[src/hdl/bel_pkg.sv]
// Package for the breakpoint envelope: types, constants and state codes.
// No dependencies.
package bel_pkg;

    localparam int MAX_POINTS_DEF = 16;

    // Register indexes.
    localparam logic [2:0] REG_NUM_POINTS = 3'd0;
    localparam logic [2:0] REG_RATE       = 3'd1;
    localparam logic [2:0] REG_SYNC       = 3'd2;
    localparam logic [2:0] REG_BIPOLAR    = 3'd3;
    localparam logic [2:0] REG_AMOUNT     = 3'd4;

    localparam logic FUNC_WRITE = 1'b0;
    localparam logic FUNC_EVAL  = 1'b1;

    localparam logic [1:0] ST_INTERP = 2'd0;
    localparam logic [1:0] ST_SINGLE = 2'd1;
    localparam logic [1:0] ST_HELD   = 2'd2;
    localparam logic [1:0] ST_ZERO   = 2'd3;

    localparam logic signed [17:0] CURVE_K = 18'sd45875;

    typedef struct packed {
        logic                func;
        logic [3:0]          point_index;
        logic [14:0]         point_x;
        logic [14:0]         point_y;
        logic signed [15:0]  point_curve;
        logic signed [31:0]  transport_pos;
        logic [31:0]         free_time;
    } bel_in_t;

    typedef struct packed {
        logic signed [18:0] mod_value;
        logic [3:0]         segment_used;
        logic [1:0]         status;
    } bel_out_t;

    typedef enum logic [3:0] {
        S_IDLE, S_PHASE, S_WALK, S_DIVIDE, S_LIN, S_BEND, S_CURVE1, S_CURVE2,
        S_BIPOLAR, S_SCALE, S_OUT
    } bel_state_t;

endpackage

[src/hdl/bel_divider.sv]
// Restoring divider, one quotient bit per cycle, signed operands.
// Depends on bel_pkg.
module bel_divider
    import bel_pkg::*;
(
    input  logic               clk,
    input  logic               rst_n,
    input  logic               start,
    input  logic signed [30:0] num,
    input  logic signed [15:0] den,
    output logic               done,
    output logic signed [31:0] quo
);
    logic [30:0] rem_reg, rem_next;
    logic [30:0] q_reg, q_next;
    logic [4:0]  cnt_reg, cnt_next;
    logic        neg_reg, neg_next;
    logic        busy_reg, busy_next;
    logic [14:0] den_reg, den_next;
    logic [15:0] trial;
    logic [31:0] qext;

    // Shift one numerator bit into the partial remainder per cycle.
    always_comb
    begin
        rem_next  = rem_reg;
        q_next    = q_reg;
        cnt_next  = cnt_reg;
        neg_next  = neg_reg;
        busy_next = busy_reg;
        den_next  = den_reg;
        trial     = {rem_reg[14:0], q_reg[30]};
        if (start)
        begin
            busy_next = 1'b1;
            rem_next  = '0;
            q_next    = num[30] ? 31'(-num) : num;
            neg_next  = num[30] ^ den[15];
            den_next  = den[15] ? 15'(-den) : den[14:0];
            cnt_next  = 5'd31;
        end
        else if (busy_reg)
        begin
            q_next = {q_reg[29:0], 1'b0};
            if (trial >= {1'b0, den_reg})
            begin
                rem_next  = 31'(trial - {1'b0, den_reg});
                q_next[0] = 1'b1;
            end
            else
                rem_next = 31'(trial);
            cnt_next = cnt_reg - 5'd1;
            if (cnt_reg == 5'd1)
                busy_next = 1'b0;
        end
    end

    always_ff @(posedge clk or negedge rst_n)
    begin
        if (!rst_n)
        begin
            busy_reg <= 1'b0;
            cnt_reg  <= '0;
        end
        else
        begin
            busy_reg <= busy_next;
            cnt_reg  <= cnt_next;
        end
    end

    always_ff @(posedge clk)
    begin
        rem_reg <= rem_next;
        q_reg   <= q_next;
        neg_reg <= neg_next;
        den_reg <= den_next;
    end

    // Quotient truncates toward zero; done is high while no division runs.
    assign qext = {1'b0, q_reg};
    assign quo  = neg_reg ? -$signed(qext) : $signed(qext);
    assign done = !busy_reg;
endmodule

[config.mk]
export PLATFORM = sky130hd
export DESIGN_NAME = bel_divider
export DESIGN_NICKNAME = d
export VERILOG_FILES = /design/src/hdl/bel_pkg.sv /design/src/hdl/bel_divider.sv
export SDC_FILE = /design/constraint.sdc
export NUM_CORES = 1
export LEC_CHECK = 0
export ABC_AREA = 1
export BUFFER_PORTS_ARGS = -buffer_cell sky130_fd_sc_hd__buf_2
export CAP_MARGIN = 20
export CORE_MARGIN = 8
export CORE_UTILIZATION = 64
export DETAILED_ROUTE_END_ITERATION = 8
export HOLD_SLACK_MARGIN = 0.05
export PLACE_DENSITY = 0.84
export SYNTH_ARGS = -nofsm -noshare
export SYNTH_HDL_FRONTEND = slang
export SYNTH_SLANG_ARGS = --single-unit
[constraint.sdc]
create_clock -name clk -period 5.1 [get_ports clk]
set_input_delay 0.51 -clock clk [delete_from_list [all_inputs] [get_ports clk]]
set_output_delay 0.51 -clock clk [all_outputs]
set_load 0.005 [all_outputs]
==> reports/metrics.yaml, run 1 <==
status: "complete, no violations"
power_per_cell_area_mw_per_mm2: 344
routed_wl_um: 15500
drt_iter0_markers: 632
finalSetupTns_ps: 0
synth_area_mm2: 0.00599
grt_pass1_wl_um: 25800
synth-seq-area-share_pct: 31.1
crit_top_cell: "nand2_1"
synth_fp_nets: 994
area_delta_synth_final_pct: 11.7
gp_congestion: 0.912
criticalPathCategory: "reg -> out"
combPwrFrac_pct: 44.6
synth_edf_count: 47
wire_per_inst_um: 13.9
avgSynthCellArea_um2: 6.49
largest_register_ffs: 31
p_sw_share_pct: 41.2
worstPathRequired_ps: 4590
crit_path_start_kind: "register"
cpLargestDelayFamily: "simple AND/OR/NAND/NOR gates"
cp-end-kind: "output pin"
cts.sinks: 68
insertion_delay_ps: 350
critPathMaxFanout: 4
fin_skew_ps: 15.5
clock-root-buffer: "clkbuf_8"
fin_area_mm2: 0.00670
hold_violations: 0
cp.arrival_ps: 2240
rsz0062_at_grt: "no"
power_switching_mw: 0.949
cts_max_level: 3
yosysTopAreaCell: "edfxtp_1"
cts_buffer_depth: 2
die_w_um: 113
synthArstFlopShare_pct: 8.82
clk_pin_slew_worst_paths_ps: 80
fin_crit_ps: 2750
ys_warn_count: 0
core_mm2: 0.00915
fmax_mhz: 363
min_period_over_period_pct: 54.0
setup_viol: 0
intPower_mw: 1.35
dr.pass1.iters: 5
p_leak_nw: 3.50
initial_core_util_pct: 65.5
fillCellCount: 781
grt_pass1_vias: 5526
drc: 0
synth-main-ff-cell: "edfxtp_1"
antenna_cells: 0
yosysMostFrequentCell: "nand2_1"
dieArea_mm2: 0.0127
ioPinCount: 83
slew_violations: 0
maxCapViolCount: 0
ys_types: 43
yosys-top-cells-area: "edfxtp_1 24%, nand2_1 18%, inv_1 9.1%"
peakVddDrop_v: 0.000171
synth.top_cell.area_share_pct: 23.5
synth_cells: 923
synth-seq-cells: 68
dr_total_vias: 6078
antenna_found_initial: 0
final_antenna_net_count: 0
synthTopCellsByCount: "294 x nand2_1, 145 x inv_1, 96 x nor2_1"
grt_max_degree: 44
slowest_delay_ps: 400
cts_buffers: 9
nets: 1070
path_buf_inv: 2
hold_path_class: "in -> reg"
slew_headroom_pct: 37.5
cp_slowest_cell: "edfxtp_1"
place_area_mm2: 0.00645
drive_gt1_share_pct: 12.1
multi_input_comb_area_mm2: 0.00346
cts_setup_buffers: 0
max_slew.worst_pin.slew_ps: 934
grt_usage_pct: 24.7
final_util_pct: 73.2
seqPwrFrac_pct: 33.1
cts_tree: "built"
crit_path_cell_trace: "inv_1 > ha_1 > nand4_1 > nor2_1 > nand2_1 > nor2_1 > nand3b_1 > nand2_1 > nand2_1 > nand2_1 > buf_2"
die_y_um: 113
seq_area_mm2: 0.00186
p_clk_share_pct: 22.3
vias_per_cell: 5.45
fp-row-count: 35
portBuffers: 82
grt_overflow_total: 0
hpwl_um: 12100
-- repair_timing --
item                                   CTS  global route
endpoints found under the hold margin    6             0
gates resized for setup                  0             0
hold buffers                             1             0
-- worst paths after layout --
| kind | start | endpoint | slack, ps | cells past startpoint |
|---|---|---|---|---|
| max reg2reg | q_reg[30] | q_reg[0] | 2800 | 12 |
| min reg2reg | rem_reg[7] | rem_reg[7] | 470 | 2 |
| max in group asynchronous | rst_n | cnt_reg[2] | 4440 | 2 |
| min in group asynchronous | rst_n | cnt_reg[3] | 520 | 2 |
| max | q_reg[0] | quo[20] | 2350 | 11 |
| min | den[0] | den_reg[0] | 380 | 1 |
-- final cells by class --
class                   instances  area share (%)
well taps                     111            2.07
repair buffers                 87            6.73
clock inverters                 7            1.61
clock buffers                   9            1.85
inverters                     146            8.19
multi-input cells             687            51.7
flip-flops and latches         68            27.8
-- cells in the final DEF (no fill, tap or decap), types with 14 or more instances in the layout --
master	n
nor2_1	96
nand4_1	24
dfxtp_1	15
nand3_1	95
o21ai_0	45
a21oi_1	14
inv_1	145
xor2_1	39
ha_1	20
edfxtp_1	47
buf_2	82
nand2_1	294
-- cell families (layout without fill, tap and decap cells) --
group	Yosys count	after routing	synth area share, %
AND/OR/NAND/NOR	543	543	39.3
buffers and inverters	168	249	11.1
AO/OA/AOI/OAI	75	75	6.95
flip-flops	68	68	31.1
XOR/XNOR	48	48	7.01
adder cells (fa/ha/maj)	21	21	4.51
-- metal layers --
metal	track usage, %	wire length [µm]
met1	37.0	7480
met2	35.1	6250
met3	4.95	1620
met4	6.21	135
met5	0	0
-- through the flow --
stage / setup slack, ps / total power, mW / cells / hold WS [ps]
after CTS: 2400 / 2.29 / 1114 / 371
after global placement: 2800 / 1.75 / 1097 / 347
after global routing: 2140 / 2.47 / 1115 / 370
after floorplan: 3110 / 1.53 / 923 / 214
after detailed placement: 2790 / 1.78 / 1097 / 342
final: 2350 / 2.30 / 1115 / 380
-- power by group through the flow --
stage	clock network, mW	registers, mW	logic (mW)
finish	0.514	0.762	1.03
global route	0.539	0.774	1.16
floorplan	0	0.749	0.781
CTS	0.518	0.760	1.02
global placement	0	0.768	0.985
detailed placement	0	0.771	1.01
No activity file was read; power rests on OpenSTA's default activity.
==> inputs of run 2 (changes only) <==
--- a/config.mk
+++ b/config.mk
@@ -5,14 +5,14 @@
 export SDC_FILE = /design/constraint.sdc
 export NUM_CORES = 1
 export LEC_CHECK = 0
-export ABC_AREA = 1
+export ABC_AREA = 0
 export BUFFER_PORTS_ARGS = -buffer_cell sky130_fd_sc_hd__buf_2
 export CAP_MARGIN = 20
 export CORE_MARGIN = 8
-export CORE_UTILIZATION = 64
+export CORE_UTILIZATION = 58
 export DETAILED_ROUTE_END_ITERATION = 8
 export HOLD_SLACK_MARGIN = 0.05
-export PLACE_DENSITY = 0.84
+export PLACE_DENSITY = 0.78
 export SYNTH_ARGS = -nofsm -noshare
 export SYNTH_HDL_FRONTEND = slang
 export SYNTH_SLANG_ARGS = --single-unit
==> constraint.sdc (replaced) <==
create_clock -name clk -period 2.64 [get_ports clk]
set_input_delay 0.264 -clock clk [delete_from_list [all_inputs] [get_ports clk]]
set_output_delay 0.264 -clock clk [all_outputs]
set_load 0.005 [all_outputs]
==> reports/metrics.yaml, run 2 <==
ioPinCount: 83  # unchanged
yosysMostFrequentCell: "nand2_1"
setup_ws_ps: -155  # -2500 ps
slew_violations: 0  # unchanged
routed_wl_um: 13000  # -16%
hold_path_class: "in -> reg"
grt_max_degree: 59  # +34%
fmax_mhz: 358
synth.top_cell.area_share_pct: 27.5  # +4.0 points
synth_edf_count: 47  # unchanged
rsz0062_at_grt: "yes"
grt_overflow_total: 0  # unchanged
drt_iter0_markers: 338  # -47%
min_period_over_period_pct: 106
yosys-top-cells-area: "edfxtp_1 28%, xnor2_1 9.4%, dfxtp_1 5.9%"
p_leak_nw: 2.61  # -26%
vias_per_cell: 5.97  # +9.5%
max_slew.worst_pin.slew_ps: 503  # -431 ps
gp_congestion: 0.955  # +4.7%
die_y_um: 110  # -2.5%
p_sw_share_pct: 29.0  # -12 points
synth_fp_nets: 647  # -35%
drive_gt1_share_pct: 24.0  # +12 points
antenna_cells: 0  # unchanged
combPwrFrac_pct: 24.6  # -20 points
nets: 748  # -30%
core_mm2: 0.00864  # -5.6%
synth-seq-cells: 68  # unchanged
cts_buffers: 9  # unchanged
status: "finished with violations"
synth_top_family_by_area: "simple AND/OR/NAND/NOR gates"
synthMuxAreaShare_pct: 0.805  # +0.81 points
dp_cells: 760  # -31%
criticalPathCategory: "reg -> out"
setup_viol: 7  # +7
fin_crit_ps: 2790
dr_total_vias: 4715  # -22%
critPathMaxFanout: 3  # -1
drc: 0  # unchanged
cts_tree: "built"
fillCellCount: 624  # -20%
ys_types: 65  # +51%
maxCapViolCount: 0  # unchanged
grt_pass1_wl_um: 21000  # -18%
synthAdderAreaFrac_pct: 5.27  # +0.76 points
final_common_cell: "buf_2"
power_switching_mw: 0.933  # -1.8%
dr.pass1.iters: 5  # unchanged
portBuffers: 82  # unchanged
r2r_start: "den_reg[13]"
finalSetupTns_ps: -798  # -798 ps
grt_pass1_vias: 4581  # -17%
fin_skew_ps: 11.6  # -3.91 ps
wire_per_inst_um: 16.5  # +19%
p_clk_share_pct: 33.1  # +11 points
synth_area_mm2: 0.00513  # -14%
largest_register_ffs: 31  # unchanged
worstPathRequired_ps: 2380  # -2210 ps
grt_usage_pct: 21.5  # -3.2 points
clk_pin_slew_worst_paths_ps: 70  # about the same
cp-startpoint: "q_reg[5]"
cts_max_level: 3  # unchanged
ys_warn_count: 0  # unchanged
cts_buffer_depth: 2  # unchanged
synth-main-ff-cell: "edfxtp_1"
hpwl_um: 9430  # -22%
cp-end-kind: "output pin"
slew_headroom_pct: 65.6  # +28 points
fp-row-count: 34  # -2.9%
fin_cells: 790  # -29%
peakVddDrop_v: 0.000282  # +65%
layout_common_cells: "82 x buf_2, 63 x nand2_1, 55 x xnor2_1"
crit_path_start_kind: "register"
final_antenna_net_count: 0  # unchanged
intPower_mw: 2.29  # +69%
hp-start: "den[0]"
antenna_found_initial: 0  # unchanged
dieArea_mm2: 0.0121  # -4.9%
synthTopCellsByCount: "64 x nand2_1, 55 x xnor2_1, 52 x nor2_1"
clock-root-buffer: "clkbuf_8"
hold_violations: 0  # unchanged
failed_checks: "negative setup slack"
die_w_um: 110  # -2.5%
cts.sinks: 68  # unchanged
yosysTopAreaCell: "edfxtp_1"
power_per_cell_area_mw_per_mm2: 510  # +48%
area_delta_synth_final_pct: 23.1
avgSynthCellArea_um2: 8.90  # +37%
synth_compound_area_share_pct: 19.1  # +12 points
cp.arrival_ps: 2530  # +290 ps
synth_cells: 576  # -38%
synthXorXnorAreaFrac_pct: 14.7  # +7.7 points
synthArstFlopShare_pct: 8.82  # unchanged
seqPwrFrac_pct: 42.2  # +9.1 points
synth-seq-area-share_pct: 36.3  # +5.3 points
initial_core_util_pct: 59.4  # -6.1 points
yosys.area_share.simple_pct: 19.4  # -20 points
insertion_delay_ps: 340  # about the same
run 2: cell count changes after synthesis, sizes merged, moves of 13 or more:
cell   before  now
inv       145   27
nand4      24    5
nand3     100    5
a21oi      15   45
xnor2       9   55
o21ai      49   31
o31ai       0   22
or3         0   13
nor2      100   52
nand2     298   64
run 2: worst max-delay path, cell delays in order (launching register included):
cell	delay [ps]
edfxtp_1	450
nor4_4	330
nor4b_4	350
nand2b_1	120
or3_4	380
buf_6	140
o31ai_4	170
xnor2_1	130
buf_2	130
run 2: repair_timing:
item | in CTS | in global routing
endpoints found under the hold margin | 6 | 0
pin swaps | 4 | 15
hold buffers | 1 | 0
setup endpoints to repair | 13 | 31
buffers inserted | 9 | 6
resized for setup | 13 | 23
gates cloned | 0 | 1
run 2: path summary, 6_finish.rpt:
check / cells past startpoint / slack, ps / endpoint
max: 8 / -150 / quo[29]
min: 1 / 160 / den_reg[0]
max reg2reg: 8 / 110 / rem_reg[0]
min reg2reg: 2 / 520 / rem_reg[11]
max in group asynchronous: 2 / 2230 / cnt_reg[1]
min in group asynchronous: 2 / 270 / cnt_reg[2]
run 2: stage by stage:
step | hold slack (ps) | setup WS, ps | power, mW | util [%] | area [µm²]
after floorplan | -31.6 | 233 | 1.79 | - | 5130
after global placement | 92.6 | 120 | 2.07 | 66.4 | 5740
after detailed placement | 93.6 | -8.89 | 2.10 | 66.4 | 5740
after CTS | 146 | -203 | 3.19 | 71.3 | 6160
after global routing | 148 | -319 | 3.38 | 73.1 | 6310
final | 155 | -155 | 3.22 | 73.1 | 6310
run 2: cell type report:
cell class	instances	area (µm²)	area share, %
tap	108	135	2.14
multi-input combinational	454	3230	51.2
clock buffer	15	263	4.16
clock inverter	1	8.76	0.139
timing repair buffer	117	708	11.2
inverter	27	101	1.61
sequential	68	1860	29.5
run 2: power by group through the flow:
stage / clock, mW / sequential [mW] / combinational [mW]
final: 1.07 / 1.36 / 0.793
after global routing: 1.13 / 1.37 / 0.875
after CTS: 1.08 / 1.35 / 0.758
after detailed placement: 0 / 1.36 / 0.737
after global placement: 0 / 1.35 / 0.714
after floorplan: 0 / 1.35 / 0.444
run 2: cells by family (layout without fill, tap and decap cells):
kind of cell               count (synthesis)  in the layout
and+or+nand+nor                          198            198
AOI/OAI and AO/OA                        144            145
xor gates and xnor gates                  86             86
DFF                                       68             68
buffers and inverters                     55            160
adders and majority gates                 21             21
muxes                                      4              4
run 2: layer usage:
metal | vias to the layer above | track usage, % | share of wire (%)
li1 | 2290 | - | -
met4 | 0 | 7.81 | 1.7
met5 | - | 0 | 0
met1 | 2205 | 27.9 | 43
met3 | 23 | 3.78 | 7.2
met2 | 197 | 35.1 | 48
==> inputs of run 3 (changes only) <==
--- a/config.mk
+++ b/config.mk
@@ -6,7 +6,7 @@
 export NUM_CORES = 1
 export LEC_CHECK = 0
 export ABC_AREA = 0
-export BUFFER_PORTS_ARGS = -buffer_cell sky130_fd_sc_hd__buf_2
+export BUFFER_PORTS_ARGS = -buffer_cell sky130_fd_sc_hd__buf_4
 export CAP_MARGIN = 20
 export CORE_MARGIN = 8
 export CORE_UTILIZATION = 58
==> reports/metrics.yaml, run 3 (synthesis gave the netlist of run 2 again) <==
pre_cts_ws_ps: 9.54  # +18.4 ps
hold_path_class: "in -> reg"
setup_viol: 8  # +1
slew_violations: 0  # unchanged
area_delta_synth_final_pct: 25.8
clk_pin_slew_worst_paths_ps: 80  # about the same
final_util_pct: 74.7  # +1.6 points
grt_max_degree: 43  # -27%
dieArea_mm2: 0.0121  # unchanged
fin_area_mm2: 0.00645  # +2.2%
hpwl_um: 9760  # +3.5%
nets: 751  # +0.40%
cp-end-kind: "output pin"
drt_iter0_markers: 229  # -32%
cts_tree: "built"
portBuffers: 82  # unchanged
grt_pass1_vias: 4464  # -2.6%
ioPinCount: 83  # unchanged
cts.sinks: 68  # unchanged
power_per_cell_area_mw_per_mm2: 497  # -2.7%
gp_congestion: 0.926  # -3.1%
criticalPathCategory: "reg -> out"
fin_cells: 793  # +0.38%
layout_common_cells: "117 x buf_4, 63 x nand2_1, 55 x xnor2_1"
crit_path_start_kind: "register"
rsz0062_at_grt: "yes"
fmax_mhz: 357  # -0.32%
peakVddDrop_v: 0.000299  # +5.8%
cts_max_level: 3  # unchanged
antenna_cells: 0  # unchanged
dr_total_vias: 4712  # -0.064%
cts_buffer_depth: 2  # unchanged
cp.arrival_ps: 2540  # about the same
wire_per_inst_um: 16.9  # +2.0%
drive_gt1_share_pct: 24.4  # +0.33 points
drc: 0  # unchanged
status: "finished with violations"
insertion_delay_ps: 350  # about the same
die_y_um: 110  # unchanged
core_mm2: 0.00864  # unchanged
final_common_cell: "buf_4"
antenna_found_initial: 0  # unchanged
worstPathRequired_ps: 2380  # about the same
initial_core_util_pct: 59.4  # unchanged
dr.pass1.iters: 6  # +1
dp_cells: 763  # +0.39%
setup_ws_ps: -164  # -9.07 ps
cts_buffers: 9  # unchanged
min_period_over_period_pct: 106  # +0.34 points
p_leak_nw: 2.63  # +0.86%
max_slew.worst_pin.slew_ps: 508  # +4.08 ps
fin_skew_ps: 13.6  # +2.02 ps
finalPower_mw: 3.20  # -0.51%
final_antenna_net_count: 0  # unchanged
maxCapViolCount: 0  # unchanged
clock-root-buffer: "clkbuf_8"
fin_crit_ps: 2800  # +9.07 ps
largest_register_ffs: 31  # unchanged
fp-row-count: 34  # unchanged
grt_overflow_total: 0  # unchanged
routed_wl_um: 13400  # +2.4%
vias_per_cell: 5.94  # -0.44%
place_area_mm2: 0.00594  # +3.5%
critPathMaxFanout: 4  # +1
slew_headroom_pct: 65.9  # +0.28 points
die_w_um: 110  # unchanged
failed_checks: "negative setup slack"
hold_violations: 0  # unchanged
grt_usage_pct: 21.3  # -0.21 points
grt_pass1_wl_um: 20600  # -2.1%
-- run 3: cell count changes in the layout (fill, tap and decap cells not counted), moves of 2 or more --
cell       previous run  this run
buf_2                82         0
o21ai_1               6         2
buf_12                2         0
clkbuf_16             5         3
o21ai_2               0         2
buf_4                30       117
o21ai_0              25        27
-- run 3: final cells by class --
| cell class | instances | area [µm²] |
|---|---|---|
| Fill cell | 622 | 2190 |
| Timing Repair Buffer | 120 | 911 |
| Clock buffer | 12 | 199 |
| Multi-Input combinational cell | 454 | 3210 |
| Clock inverter | 4 | 32.5 |
| Sequential cell | 68 | 1860 |
| Inverter | 27 | 101 |
| Tap cell | 108 | 135 |
-- run 3: power by group --
group / internal [mW] / switching, mW
Clock: 0.520 / 0.436
Combinational: 0.468 / 0.430
Sequential: 1.25 / 0.0977
-- run 3: path summary, 6_finish.rpt --
check                           start         end  slack (ps)  cells past startpoint
setup / recovery             q_reg[5]     quo[27]        -160                      7
hold / removal                 den[0]  den_reg[0]         130                      1
setup reg to reg           rem_reg[8]  rem_reg[0]          40                      7
hold reg to reg            rem_reg[2]  rem_reg[3]         510                      2
max in group asynchronous       rst_n    busy_reg        2280                      2
min in group asynchronous       rst_n  cnt_reg[1]         250                      2
-- run 3: routing by layer --
metal	GRT usage, %	vias up	share of wire, %
met1	27.5	2224	43
met2	34.8	176	49
met5	0	-	0
li1	-	2289	-
met4	8.68	0	1.8
met3	3.20	23	6.2
-- run 3: metrics by stage --
stage	setup TNS [ps]	hold WS [ps]
after floorplan	0	-31.6
after global placement	0	73.8
after detailed placement	0	73.0
after CTS	-383	117
after global routing	-2040	122
final	-686	128
-- run 3: repair_timing --
action / in CTS / in global routing
endpoints found under the hold margin: 6 / 0
buffers inserted: 2 / 11
gates cloned: 0 / 1
hold buffers: 1 / 0
pin swaps: 9 / 14
setup endpoints to repair: 9 / 30
resized for setup: 12 / 20
-- run 3: worst max-delay path: stages, from the launching register on --
cell and delay (ps):
edfxtp_1 440, nor4_4 360, nor4b_4 340, nand2b_1 140, or3_4 390, o41ai_4 240, xnor2_1 160, buf_4 130
